File: src/hw/rtl/bc1_pkg.sv
package bc1_pkg;

    localparam int QUEUE_DEPTH = 2;
    localparam int QPTR_W      = $clog2(QUEUE_DEPTH);
    localparam int QCNT_W      = $clog2(QUEUE_DEPTH + 1);
    localparam int PIXELS      = 16;
    localparam int PIX_W       = $clog2(PIXELS);

    localparam logic [19:0] DIV3_MUL  = 20'd683;
    localparam logic [7:0]  ALPHA_ON  = 8'd255;
    localparam logic [7:0]  ALPHA_OFF = 8'd0;

    typedef struct packed {
        logic [15:0] endpoint_a;
        logic [15:0] endpoint_b;
        logic [31:0] index_word;
    } in_item_t;

    typedef struct packed {
        logic [3:0] pixel_number;
        logic [7:0] red;
        logic [7:0] green;
        logic [7:0] blue;
        logic [7:0] alpha;
        logic       last;
    } out_item_t;

    typedef struct packed {
        logic [7:0] r;
        logic [7:0] g;
        logic [7:0] b;
        logic [7:0] a;
    } color_t;

    typedef struct packed {
        color_t [3:0] palette;
        logic [31:0]  index_word;
    } block_t;

    typedef struct packed {
        logic full;
        logic empty;
    } queue_status_t;

    function automatic logic [7:0] expand5(input logic [4:0] v);
        return {v, v[4:2]};
    endfunction

    function automatic logic [7:0] expand6(input logic [5:0] v);
        return {v, v[5:4]};
    endfunction

    // floor(x / 3) for x below 768 by reciprocal multiply
    function automatic logic [7:0] div3(input logic [9:0] x);
        logic [19:0] prod;
        prod = 20'(x) * DIV3_MUL;
        return prod[18:11];
    endfunction

endpackage

File: src/hw/rtl/bc1_color_block_decoder.sv
// BC1 color block decoder: each pushed transaction is one 64-bit block; the
// front end expands the endpoints and builds the four-entry palette in the
// same cycle and stores it in a two-block queue, and the back end sequencer
// reads out one pixel per cycle from its output register while that register
// is empty or being popped, 16 pixels per block, with no gap between blocks.
// A block that finds the back end idle passes through the queue, the block
// register and the output register before its first pixel appears. dxt1_mode
// resets to 1 and should only be written while no block is in flight.
module bc1_color_block_decoder
    import bc1_pkg::*;
(
    input  logic      clk,
    input  logic      rst_n,
    input  logic      push,
    output logic      full,
    input  in_item_t  in_item,
    output logic      empty,
    input  logic      pop,
    output out_item_t out_item,
    input  logic      cfg_we,
    input  logic      cfg_data
);

    logic          dxt1_mode_reg;
    block_t        front_blk;
    block_t        q_data;
    logic          q_pop;
    logic          accept;
    queue_status_t q_status;

    assign full   = q_status.full;
    assign accept = push && !q_status.full;

    always_ff @(posedge clk or negedge rst_n)
    begin
        if (!rst_n)
        begin
            dxt1_mode_reg <= 1'b1;
        end
        else if (cfg_we)
        begin
            dxt1_mode_reg <= cfg_data;
        end
    end

    bc1_front u_front (
        .in_item   (in_item),
        .dxt1_mode (dxt1_mode_reg),
        .blk       (front_blk)
    );

    bc1_queue u_queue (
        .clk     (clk),
        .rst_n   (rst_n),
        .wr_en   (accept),
        .wr_data (front_blk),
        .rd_en   (q_pop),
        .rd_data (q_data),
        .status  (q_status)
    );

    bc1_back u_back (
        .clk      (clk),
        .rst_n    (rst_n),
        .q_data   (q_data),
        .q_valid  (!q_status.empty),
        .q_pop    (q_pop),
        .out_item (out_item),
        .empty    (empty),
        .pop      (pop)
    );

endmodule

File: src/hw/rtl/bc1_front.sv
module bc1_front
    import bc1_pkg::*;
(
    input  in_item_t in_item,
    input  logic     dxt1_mode,
    output block_t   blk
);

    color_t     c0;
    color_t     c1;
    color_t     c2;
    color_t     c3;
    logic       three;
    logic [8:0] sum_r;
    logic [8:0] sum_g;
    logic [8:0] sum_b;

    always_comb
    begin
        three = dxt1_mode && (in_item.endpoint_a <= in_item.endpoint_b);

        c0.r = expand5(in_item.endpoint_a[15:11]);
        c0.g = expand6(in_item.endpoint_a[10:5]);
        c0.b = expand5(in_item.endpoint_a[4:0]);
        c0.a = ALPHA_ON;
        c1.r = expand5(in_item.endpoint_b[15:11]);
        c1.g = expand6(in_item.endpoint_b[10:5]);
        c1.b = expand5(in_item.endpoint_b[4:0]);
        c1.a = ALPHA_ON;

        sum_r = 9'(c0.r) + 9'(c1.r);
        sum_g = 9'(c0.g) + 9'(c1.g);
        sum_b = 9'(c0.b) + 9'(c1.b);

        if (three)
        begin
            c2.r = sum_r[8:1];
            c2.g = sum_g[8:1];
            c2.b = sum_b[8:1];
            c2.a = ALPHA_ON;
            c3   = '0;
            c3.a = ALPHA_OFF;
        end
        else
        begin
            c2.r = div3(10'(sum_r) + 10'(c0.r));
            c2.g = div3(10'(sum_g) + 10'(c0.g));
            c2.b = div3(10'(sum_b) + 10'(c0.b));
            c2.a = ALPHA_ON;
            c3.r = div3(10'(sum_r) + 10'(c1.r));
            c3.g = div3(10'(sum_g) + 10'(c1.g));
            c3.b = div3(10'(sum_b) + 10'(c1.b));
            c3.a = ALPHA_ON;
        end

        blk.palette[0] = c0;
        blk.palette[1] = c1;
        blk.palette[2] = c2;
        blk.palette[3] = c3;
        blk.index_word = in_item.index_word;
    end

endmodule

File: src/hw/rtl/bc1_queue.sv
module bc1_queue
    import bc1_pkg::*;
(
    input  logic          clk,
    input  logic          rst_n,
    input  logic          wr_en,
    input  block_t        wr_data,
    input  logic          rd_en,
    output block_t        rd_data,
    output queue_status_t status
);

    block_t              mem_reg [QUEUE_DEPTH];
    logic [QPTR_W-1:0]   wr_ptr_reg;
    logic [QPTR_W-1:0]   wr_ptr_next;
    logic [QPTR_W-1:0]   rd_ptr_reg;
    logic [QPTR_W-1:0]   rd_ptr_next;
    logic [QCNT_W-1:0]   count_reg;
    logic [QCNT_W-1:0]   count_next;

    assign status.full  = (count_reg == QCNT_W'(QUEUE_DEPTH));
    assign status.empty = (count_reg == '0);
    assign rd_data      = mem_reg[rd_ptr_reg];

    always_comb
    begin
        wr_ptr_next = wr_ptr_reg;
        rd_ptr_next = rd_ptr_reg;
        count_next  = count_reg;
        if (wr_en)
        begin
            wr_ptr_next = (wr_ptr_reg == QPTR_W'(QUEUE_DEPTH - 1)) ? '0 : wr_ptr_reg + 1'b1;
        end
        if (rd_en)
        begin
            rd_ptr_next = (rd_ptr_reg == QPTR_W'(QUEUE_DEPTH - 1)) ? '0 : rd_ptr_reg + 1'b1;
        end
        if (wr_en && !rd_en)
        begin
            count_next = count_reg + 1'b1;
        end
        else if (!wr_en && rd_en)
        begin
            count_next = count_reg - 1'b1;
        end
    end

    always_ff @(posedge clk or negedge rst_n)
    begin
        if (!rst_n)
        begin
            wr_ptr_reg <= '0;
            rd_ptr_reg <= '0;
            count_reg  <= '0;
        end
        else
        begin
            wr_ptr_reg <= wr_ptr_next;
            rd_ptr_reg <= rd_ptr_next;
            count_reg  <= count_next;
        end
    end

    always_ff @(posedge clk)
    begin
        if (wr_en)
        begin
            mem_reg[wr_ptr_reg] <= wr_data;
        end
    end

endmodule

File: src/hw/rtl/bc1_back.sv
module bc1_back
    import bc1_pkg::*;
(
    input  logic      clk,
    input  logic      rst_n,
    input  block_t    q_data,
    input  logic      q_valid,
    output logic      q_pop,
    output out_item_t out_item,
    output logic      empty,
    input  logic      pop
);

    block_t            blk_reg;
    logic              active_reg;
    logic              active_next;
    logic [PIX_W-1:0]  cnt_reg;
    logic [PIX_W-1:0]  cnt_next;
    logic              out_valid_reg;
    logic              out_valid_next;
    out_item_t         out_item_reg;
    out_item_t         out_item_next;
    logic              adv;
    logic              emit;
    logic              at_last;
    logic [1:0]        sel;
    color_t            pix;

    assign adv      = !out_valid_reg || pop;
    assign emit     = active_reg && adv;
    assign at_last  = (cnt_reg == PIX_W'(PIXELS - 1));
    assign q_pop    = q_valid && (!active_reg || (emit && at_last));
    assign out_item = out_item_reg;
    assign empty    = !out_valid_reg;

    always_comb
    begin
        sel  = 2'(blk_reg.index_word >> {cnt_reg, 1'b0});
        pix  = blk_reg.palette[sel];

        out_item_next.pixel_number = 4'(cnt_reg);
        out_item_next.red          = pix.r;
        out_item_next.green        = pix.g;
        out_item_next.blue         = pix.b;
        out_item_next.alpha        = pix.a;
        out_item_next.last         = at_last;

        out_valid_next = out_valid_reg;
        if (emit)
        begin
            out_valid_next = 1'b1;
        end
        else if (pop)
        begin
            out_valid_next = 1'b0;
        end

        cnt_next = emit ? cnt_reg + 1'b1 : cnt_reg;

        active_next = active_reg;
        if (q_pop)
        begin
            active_next = 1'b1;
        end
        else if (emit && at_last)
        begin
            active_next = 1'b0;
        end
    end

    always_ff @(posedge clk or negedge rst_n)
    begin
        if (!rst_n)
        begin
            active_reg    <= 1'b0;
            cnt_reg       <= '0;
            out_valid_reg <= 1'b0;
        end
        else
        begin
            active_reg    <= active_next;
            cnt_reg       <= cnt_next;
            out_valid_reg <= out_valid_next;
        end
    end

    always_ff @(posedge clk)
    begin
        if (q_pop)
        begin
            blk_reg <= q_data;
        end
        if (emit)
        begin
            out_item_reg <= out_item_next;
        end
    end

endmodule

File: config.mk
export PLATFORM = sky130hd
export DESIGN_NAME = bc1_color_block_decoder
export DESIGN_NICKNAME = d
export VERILOG_FILES = /design/src/hw/rtl/bc1_pkg.sv /design/src/hw/rtl/bc1_color_block_decoder.sv /design/src/hw/rtl/bc1_front.sv /design/src/hw/rtl/bc1_queue.sv /design/src/hw/rtl/bc1_back.sv
export SDC_FILE = /design/constraint.sdc
export NUM_CORES = 1
export LEC_CHECK = 0
export BUFFER_PORTS_ARGS = -buffer_cell sky130_fd_sc_hd__buf_4
export CORE_UTILIZATION = 54
export DETAILED_ROUTE_END_ITERATION = 10
export PLACE_DENSITY = 0.7
export SYNTH_ARGS = -nofsm -noshare
export SYNTH_HDL_FRONTEND = slang
export SYNTH_HIERARCHICAL = 1
export SYNTH_SLANG_ARGS = --single-unit
File: constraint.sdc
create_clock -name clk -period 10.13 [get_ports clk]
set_input_delay 0.5065 -clock clk [delete_from_list [all_inputs] [get_ports clk]]
set_output_delay 0.5065 -clock clk [all_outputs]
set_load 0.02 [all_outputs]
==> impl_metrics.toml <==
[outcome]
status = "finished clean"

[floorplanning]
core.rowCount = 92
die_h_um = 254
ios = 109
core_sq_mm = 0.0630
die_w_um = 254
dieArea_sq_mm = 0.0645
start_util_pct = 54.5

[sta]
period_needed_ps = 7830
fin_crit_sh_pct = 77.3
hold_viol_final = 0
finalSetupTns_ps = 0
maxSlewViolCount = 0
clock.fmax_ghz = 0.128
relSlewSlack_pct = 25.2
fin_skew_ps = 16.4
tightest_slew_ps = 1120
rsz0062_at_grt = "false"
setup_viol_count_final = 0

[worst_setup_path]
slowest_delay_ps = 710
critical_path.slowest_cell = "a2111oi_0"
critical_path_arrival_ps = 8080
start_kind = "primary input"
r2r_slack_ps = 6480
cp-end-kind = "register"
critPathMaxFanout = 8
crit_type = "in -> reg"
cpMostUsedCell = "inv_1"
cp.required_ps = 10390

[synthesis]
synth_edf_count = 517
yosysTopAreaCell = "edfxtp_1"
ys.flop_type = "edfxtp_1"
syn_avg_cell_area_sq_um = 13.0
ys_types = 90
yosysWarnings = 6
synth.top_cell.area_share_pct = 45.3
synth_fa_ha_area_share_pct = 22.5
ys_top_cells_by_area = "edfxtp_1 45%, ha_1 15%, fa_1 7.2%, mux2_4 4.0%, inv_1 3.0%"
synth_compound_area_share_pct = 8.17
yosysSeqAreaShare_pct = 46.1
synth_top_family_by_area = "adder cells"
async_flop_share_pct = 2.08
syn-cell-area_sq_mm = 0.0343
syn_inst = 2640
synth-simple-area-share_pct = 5.29
ys_ff_latch = 528
synthXorXnorAreaFrac_pct = 3.90
muxShareOfSynthArea_pct = 7.14

[grt]
busiest_layer = "met2"
antenna_found_initial = 0
grt_usage_pct = 22.2
overflow = 0
met3_usage_pct = 3.32
grtUsageMet1_pct = 31.9
grt_max_degree = 161
use_met2_pct = 35.8
first_global_vias = 20181
grt_pass1_wl_mm = 111

[clock_network]
cts_buffers = 49
clockBufferDepth = 3
cts.sinks = 528
cts_tree = "yes"
clock_latency_ps = 580
cts_setup_buffers = 0
htree_levels = 2
postCtsResizedCells = 0
cts_root_buffer = "clkbuf_16"
holdBufCountCts = 1
clk_pin_slew_worst_paths_ps = 60

[routing]
drtIter0Drc = 1187
wirelength_mm = 71.3
drc_errors = 0
via_per_inst = 5.62
vias = 19940
dr.pass1.iters = 5
drt-wirelength-per-cell_um = 20.1
ant_nets = 0

[run]
drv_cap = 0

[place]
hpwl_mm = 51.9
gp_congestion = 0.896
placed_cell_area_sq_mm = 0.0351
io_buffers = 108

[cells_and_area]
largest_register_ffs = 320
syn2layout_area_growth_pct = 6.85
nets = 3275
drive_gt1_share_pct = 14.7
design_area_sq_mm = 0.0366

[min_path]
min_path_type = "in -> reg"
worst max-delay path: cells and delay by family:
| kind | cells | cell delay, ps |
|---|---|---|
| buffers and inverters | 7 | 650 |
| XOR/XNOR | 2 | 560 |
| AO/OA/AOI/OAI | 13 | 2580 |
| AND/OR/NAND/NOR | 4 | 940 |
| adder cells (fa/ha/maj) | 7 | 2840 |
placed cells by master (no fill, tap or decap), drive strengths merged, types with 14 or more instances in the layout:
cell type / n
edfxtp: 517
ha: 421
inv: 282
mux2: 168
buf: 124
fa: 123
nor2: 115
o21ai: 108
xnor2: 101
a21oi: 73
clkbuf: 61
nand3: 55
nand2: 50
xor2: 49
a31oi: 38
a21o: 34
a32oi: 32
nor3: 31
conb: 25
clkinv: 24
a211oi: 20
nor2b: 20
nand2b: 18
o21a: 14
or3: 14
and2: 14
metrics by stage:
step	hold slack, ps	util, %	setup WS (ps)	cells
after global routing	90.8	58.2	1890	3547
final	114	58.2	2300	3548
after global placement	357	55.7	2040	3455
after detailed placement	358	55.7	1810	3455
after floorplan	211	-	1540	2663
after CTS	82.7	58.2	2410	3547
layout make-up:
class,instances,area [sq um]
fillers,4978,26300
repair buffers,125,953
well taps,846,1060
flip-flops and latches,528,15800
inverters,280,1050
clock buffers,61,1290
clock inverters,30,241
multi-input cells,1677,16200
diodes,1,2.50
logic make-up after synthesis:
kind of cell,Yosys count
buf+inv,458
other cells,2
fa+ha+maj,544
compound gates,411
xor+xnor,151
flops,528
mux,182
simple gates,364
layer usage:
metal / vias to the layer above / routed length [um]
met5: - / 0
met4: 0 / 971
met3: 70 / 3870
met2: 502 / 32900
met1: 9892 / 33600
li1: 9476 / -
final timing paths:
| check | from | end | depth (start not counted) |
|---|---|---|---|
| min reg2reg | u_queue/count_reg[1]$_DFFE_PN0P_ | u_queue/count_reg[1]$_DFFE_PN0P_ | 1 |
| max | in_item[46] | u_queue/mem_reg[1][127]$_DFFE_PP_ | 33 |
| min | in_item[26] | u_queue/mem_reg[0][26]$_DFFE_PP_ | 1 |
| min in group asynchronous | rst_n | u_back/cnt_reg[2]$_DFFE_PN0P_ | 2 |
| max in group asynchronous | rst_n | dxt1_mode_reg$_DFFE_PN1P_ | 2 |
| max reg2reg | u_back/cnt_reg[1]$_DFFE_PN0P_ | u_queue/count_reg[1]$_DFFE_PN0P_ | 11 |
Yosys cell counts (7+ instances only):
cell / instances
edfxtp_1: 517
ha_1: 421
inv_1: 277
fa_1: 123
buf_4: 119
nor2_1: 115
o21ai_0: 103
xnor2_1: 101
mux2_4: 91
mux2_2: 77
a21oi_1: 73
nand3_1: 54
nand2_1: 50
xor2_1: 49
a31oi_1: 38
a21o_1: 34
a32oi_1: 32
nor3_1: 29
a211oi_1: 20
clkbuf_1: 20
nor2b_1: 20
buf_6: 19
nand2b_1: 18
and2_1: 14
buf_2: 14
o21a_1: 14
or3_1: 14
and3_1: 12
o21bai_1: 12
dfrtp_1: 10
o211ai_1: 9
o31ai_1: 9
mux2i_1: 8
a221oi_1: 7
or2_2: 7
Power is not shown: default switching activity piles up to over one toggle a cycle in this logic, so the estimate is an artifact.
